$ cat src/tandem_line_blocking_departures_top_assert.svh
// Assertion macros for the tandem line blocking departures block.
`ifndef TANDEM_LINE_BLOCKING_DEPARTURES_TOP_ASSERT_SVH
`define TANDEM_LINE_BLOCKING_DEPARTURES_TOP_ASSERT_SVH

`ifndef SYNTH
`define TLBD_ASSERT_ALWAYS(label, clk, rst_n, expr) \
	label: assert property (@(posedge clk) disable iff (!rst_n) (expr)) \
		else $error("tlbd assertion failed");
`define TLBD_ASSERT_NEXT(label, clk, rst_n, ante, cons) \
	label: assert property (@(posedge clk) disable iff (!rst_n) (ante) |=> (cons)) \
		else $error("tlbd assertion failed");
`else
`define TLBD_ASSERT_ALWAYS(label, clk, rst_n, expr)
`define TLBD_ASSERT_NEXT(label, clk, rst_n, ante, cons)
`endif

`endif

$ cat src/tlbd_ram.sv
// Generic single-write, single-read RAM with registered read data.
`timescale 1ns / 1ps
module tlbd_ram #(
	parameter int WIDTH = 8,
	parameter int DEPTH = 64
) (
	input  logic                     clk,
	input  logic                     we,
	input  logic [$clog2(DEPTH)-1:0] waddr,
	input  logic [WIDTH-1:0]         wdata,
	input  logic                     re,
	input  logic [$clog2(DEPTH)-1:0] raddr,
	output logic [WIDTH-1:0]         rdata
);

	logic [WIDTH-1:0] mem [DEPTH];

	always_ff @(posedge clk) begin
		if (we) begin
			mem[waddr] <= wdata;
		end
		if (re) begin
			rdata <= mem[raddr];
		end
	end

endmodule
$ cat config.mk
export PLATFORM = sky130hd
export DESIGN_NAME = tlbd_ram
export DESIGN_NICKNAME = d
export VERILOG_FILES = /design/src/tandem_line_blocking_departures_top_assert.svh /design/src/tlbd_ram.sv
export SDC_FILE = /design/constraint.sdc
export NUM_CORES = 1
export LEC_CHECK = 0
export ABC_AREA = 1
export BUFFER_PORTS_ARGS = -buffer_cell sky130_fd_sc_hd__buf_2
export CELL_PAD_IN_SITES_DETAIL_PLACEMENT = 1
export CELL_PAD_IN_SITES_GLOBAL_PLACEMENT = 2
export CORE_AREA = 2 2 247 298
export CTS_CLUSTER_DIAMETER = 40
export DETAILED_ROUTE_END_ITERATION = 8
export DIE_AREA = 0 0 249 300
export PLACE_DENSITY_LB_ADDON = 0.1
export SYNTH_ARGS = -nofsm -noshare
export SYNTH_HDL_FRONTEND = slang
export SYNTH_SLANG_ARGS = --single-unit
$ cat constraint.sdc
create_clock -name clk -period 3.5 [get_ports clk]
set_clock_uncertainty 0.15 [all_clocks]
set_input_delay 0.525 -clock clk [delete_from_list [all_inputs] [get_ports clk]]
set_output_delay 0.525 -clock clk [all_outputs]
set_load 0.1 [all_outputs]
# --- Yosys cells after proc, flatten, opt, wreduce, memory -nomap -nowiden ---
# Memories as Yosys holds them, arrays and structs flattened. A register that Yosys moved wholly into a read port is not among the register bits.
# Cells that the tools add are included.
# Widths: inputs -> output; s select.
totals:
  regBits: 0
  ramBits: 512
  inputBits: 23
  out_inout_bits: 8
  word_cells: 3
  mem_count: 1
classes:
  n_mux: 2
mem_list:
  columns: ["name", "words", "width", "read_ports", "rd_clocked_by_memory_dff", "wr", "line_no", "source"]
  rows:
  - ["mem", 64, 8, 1, 1, 1, "tlbd_ram.sv:16", "logic [WIDTH-1:0] mem [DEPTH];"]
ops:
  columns: ["operator", "n"]
  rows:
  - ["$mux 1", 2]

# --- Longest topological paths before layout ---
depth:
  ltp_word: 2
  depth_mapped: 12
  ltp_nobuf: 9

# --- Least setup slack after synthesis ---
# No wires, ideal clock.
synth_path:
  path_type: "input to register"
  from: "in we"
  to: "mem mem[48][0] (enable)"
  setup_ns: 0.395
  t_arrival_ns: 1.896
  required_ns: 2.955
  slack_ns: 1.059
  stages: 3
  n_path_buf: 1
  path_cell_list: "clkbuf_1 -> nand4_1 -> nor4_1"
synth_between:
  elab_chain_cells: 2
synth_lines:
  columns: ["element", "line_no", "source"]
  rows:
  - ["start, declared", "tlbd_ram.sv:8", "input logic we,"]
  - ["$mux 1", "tlbd_ram.sv:19", "if (we) begin"]
  - ["$mux 1 (not written as such)", "tlbd_ram.sv:20", "mem[waddr] <= wdata;"]
  - ["end, declared", "tlbd_ram.sv:16", null]
# No other way between the ends.

==> metrics list <==
- Counting I/O delays and the setup requirement, the final critical path takes 2.36 ns.
- Synth Register Bits: 520
- Pwr/cell area: 659 nW/um^2
- Largest voltage drop on the vdd net: 0.000382 V
- DRT iter0 DRCs: 728
* Status: complete, no violations
- The worst setup path is of the input port to register kind.
* Final Core Density: 0.361
- Once detailed placement completed, the half-perimeter wirelength came to 41,100 um.
* Vias in the first global route: 14,900
- Final wirelength: 68,200 um
- Worst Hold Slack: 0.0587 ns
- Clock tree synthesis inserted a total of 90 buffers.
- In the final routed layout, each cell accounts on average for 23.5 um.
- Worst Setup Slack post-DPL: 0.454 ns
* Placer congestion estimate: 0.738
- The number of antenna diodes in the final layout is 0.
* Die Ht: 300 um
* Count of endpoints failing hold in the final timing report: 0
- Via count: 14,000
- Broken down by cell family, the worst path's largest delay share belongs to buffers and inverters.
- Count of cells resized by post-cts repair: 0
* Maximum clock frequency: 0.424 GHz
- Reg2Reg Launch Point: mem[54][7]$_DFFE_PP_
- CP max-delay cell: buf_4
- For the worst-skew pair, the clock arrives at the later sink with an insertion delay of 0.65 ns.
- Yosys printed 0 warnings.
- Area of the core: 71,800 um^2
- Synth Area per Inst: 11.9 um^2
- Buffers from clock root to sink, at most: 3
- STA classifies the critical path startpoint as an input port.
- On the worst path, the slowest cell contributes a delay of 0.45 ns.
* Layout net count: 1,920
* Final number of setup-violating endpoints: 0
- Summing all flip-flop and latch instances after layout gives 15,600 um^2.
* Number of antenna-violating nets in the routed design: 0
- The worst setup path is captured at a register.
- Worst Hold Path EP: mem[10][1]$_DFFE_PP_
* Starting density of the core: 0.299
- The number of buffers and inverters on the critical path is 3.
- The endpoint identified for the worst register-to-register timing path is rdata[7]$_DFFE_PP_.
- The number of slew-limit violations in the final report came to 0.
- The number of setup buffers added after CTS is 0.
* Setup repair after global routing missed its margin: no
- The placed instances occupy a cell area of 22,700 um^2.
- Summing every instance area after synthesis gives 21,400 um^2.
- Post-route clock period utilization: 0.674
- Along the worst hold path, the cell count comes to 1.
* Area Overhead vs Synth: 21.1%
- Syn Inst Count: 1,805
* Filler-free cell count of the finished design: 2,907
- Overall track demand over capacity in global routing: 0.186
* Cell leakage power: 9.40 nW
- Number of port buffers: 30
- Headroom to the max-slew limit came out at 0.119.
- Summed area of non-filler cells in the final layout: 25,900 um^2
- Total gr overflow: 0
- TritonCTS built the clock tree.
- Along the worst path, the maximum fanout reaches 46.
* Worst setup margin: 1.14 ns
- Worst endpoint data arrival time: 2.71 ns
- Setup total negative slack on the finished layout was measured at 0 ns.
* Number of fillers in the final layout: 7,653
* Avg Vias per Cell: 4.81
- The min-delay analysis places its worst path in the category input port to register.
- The floorplan has 108 rows.
- The tree is rooted in a clkbuf_16.
- The multi-input combinational cells in the finished layout cover a total of 4950 um^2.
* Die Outline Area: 74,700 um^2
- Share of synthesized area occupied by flip-flops and latches: 0.729
* Final Power: 17.1 mW
* Die span in x: 249 um
* Number of distinct standard cells referenced by the synthesized netlist: 15
- Initial antenna violation count: 0
* Number of H-tree levels: 3
* Detailed-route DRC error count: 0
- Proportion of layout cells with a drive suffix above 1: 0.137
* Syn_nets: 1,828
- Placed instance count: 2,739
- First-pass iteration count of the detailed router: 4
* Number of top-level pins: 31
* Required time of the critical path: 3.85 ns
- The tool flagged a number of max-cap violations equal to 0.
* Depth of the most critical reg-to-reg path: 8
* Clock slew at the register clock pins of the worst setup and hold paths: 0.05 ns
- At the pin with the least slew margin, the transition time is 1.32 ns.
- Entering global routing, the biggest net connects 134 pins.
* Hold_sp: wdata[1]
- Setup slack of the most critical reg-to-reg path: 1.69 ns
* List of cells traversed by the critical path: clkbuf_8 > inv_8 > buf_4 > nand2_1 > nand3_1 > nand3_1 > nand2_1 > nand2_1 > nand3_1 > nand3_1 > nand2_1
- The clock net in this run drives a total of 520 sinks.
- The first global-routing pass estimated 102,000 um of wire.
layout make-up:
type                       instances  share of cell area
clock buffer                      94              0.0891
clock inverter                    73              0.0336
inverter                          12             0.00212
multi-input combinational       1160               0.191
sequential                       520               0.602
tap                              935              0.0451
timing repair buffer             113              0.0371
metal layers:
metal | wire [um] | vias to the layer above | track usage
met5 | 0 | - | 0
met2 | 33700 | 219 | 0.320
met1 | 30400 | 7081 | 0.239
met4 | 1970 | 0 | 0.0693
met3 | 2200 | 115 | 0.0266
li1 | - | 6569 | -
state kept, by name (all words and copies together), names as in the netlist:
| name | cells |
|---|---|
| mem | 512 |
| rdata | 8 |
cell usage after synthesis (all sizes together):
cell,instances,share of area
buf,98,0.035
clkbuf,15,0.0026
edfxtp,520,0.73
inv,12,0.0023
nand2,648,0.11
nand3,439,0.10
nand4,9,0.0026
nor2,56,0.0098
nor4,8,0.0023
timing repair:
action | in CTS | in global routing
endpoints found under the setup margin | 0 | 0
hold buffers | 1 | 0
hold endpoints to repair | 3 | 0
logic make-up after synthesis:
logic type,synth area share
and+or+nand+nor,0.231
DFF,0.729
buffers and inverters,0.0401
how the worst max path moves through the flow:
stage	startpoint	endpoint	slack (ns)	cells past startpoint
after global routing	raddr[0]	rdata[7]$_DFFE_PP_	0.96	11
after global placement	raddr[0]	rdata[7]$_DFFE_PP_	0.46	11
after floorplan	we	mem[48][0]$_DFFE_PP_	1.06	3
final	raddr[0]	rdata[7]$_DFFE_PP_	1.14	11
after detailed placement	raddr[0]	rdata[7]$_DFFE_PP_	0.45	11
after CTS	raddr[0]	rdata[7]$_DFFE_PP_	1.13	11
power by group:
| part | leakage [nW] | switching (mW) | total [mW] | internal, mW |
|---|---|---|---|---|
| Clock | 1.53 | 3.31 | 9.21 | 5.90 |
| Sequential | 4.69 | 0.0204 | 6.94 | 6.92 |
| Combinational | 3.19 | 0.717 | 0.932 | 0.214 |
placed cells by master (no fill, tap or decap), types with 10 or more instances in the layout:
master and n:
bufinv_16 14, buf_2 28, buf_4 69, inv_6 10, clkinvlp_4 13, nor2_1 56, clkinv_2 13, edfxtp_1 520
nand2_1 648, buf_12 14, nand3_1 439, clkbuf_16 92
(Power assumes the default switching activity.)
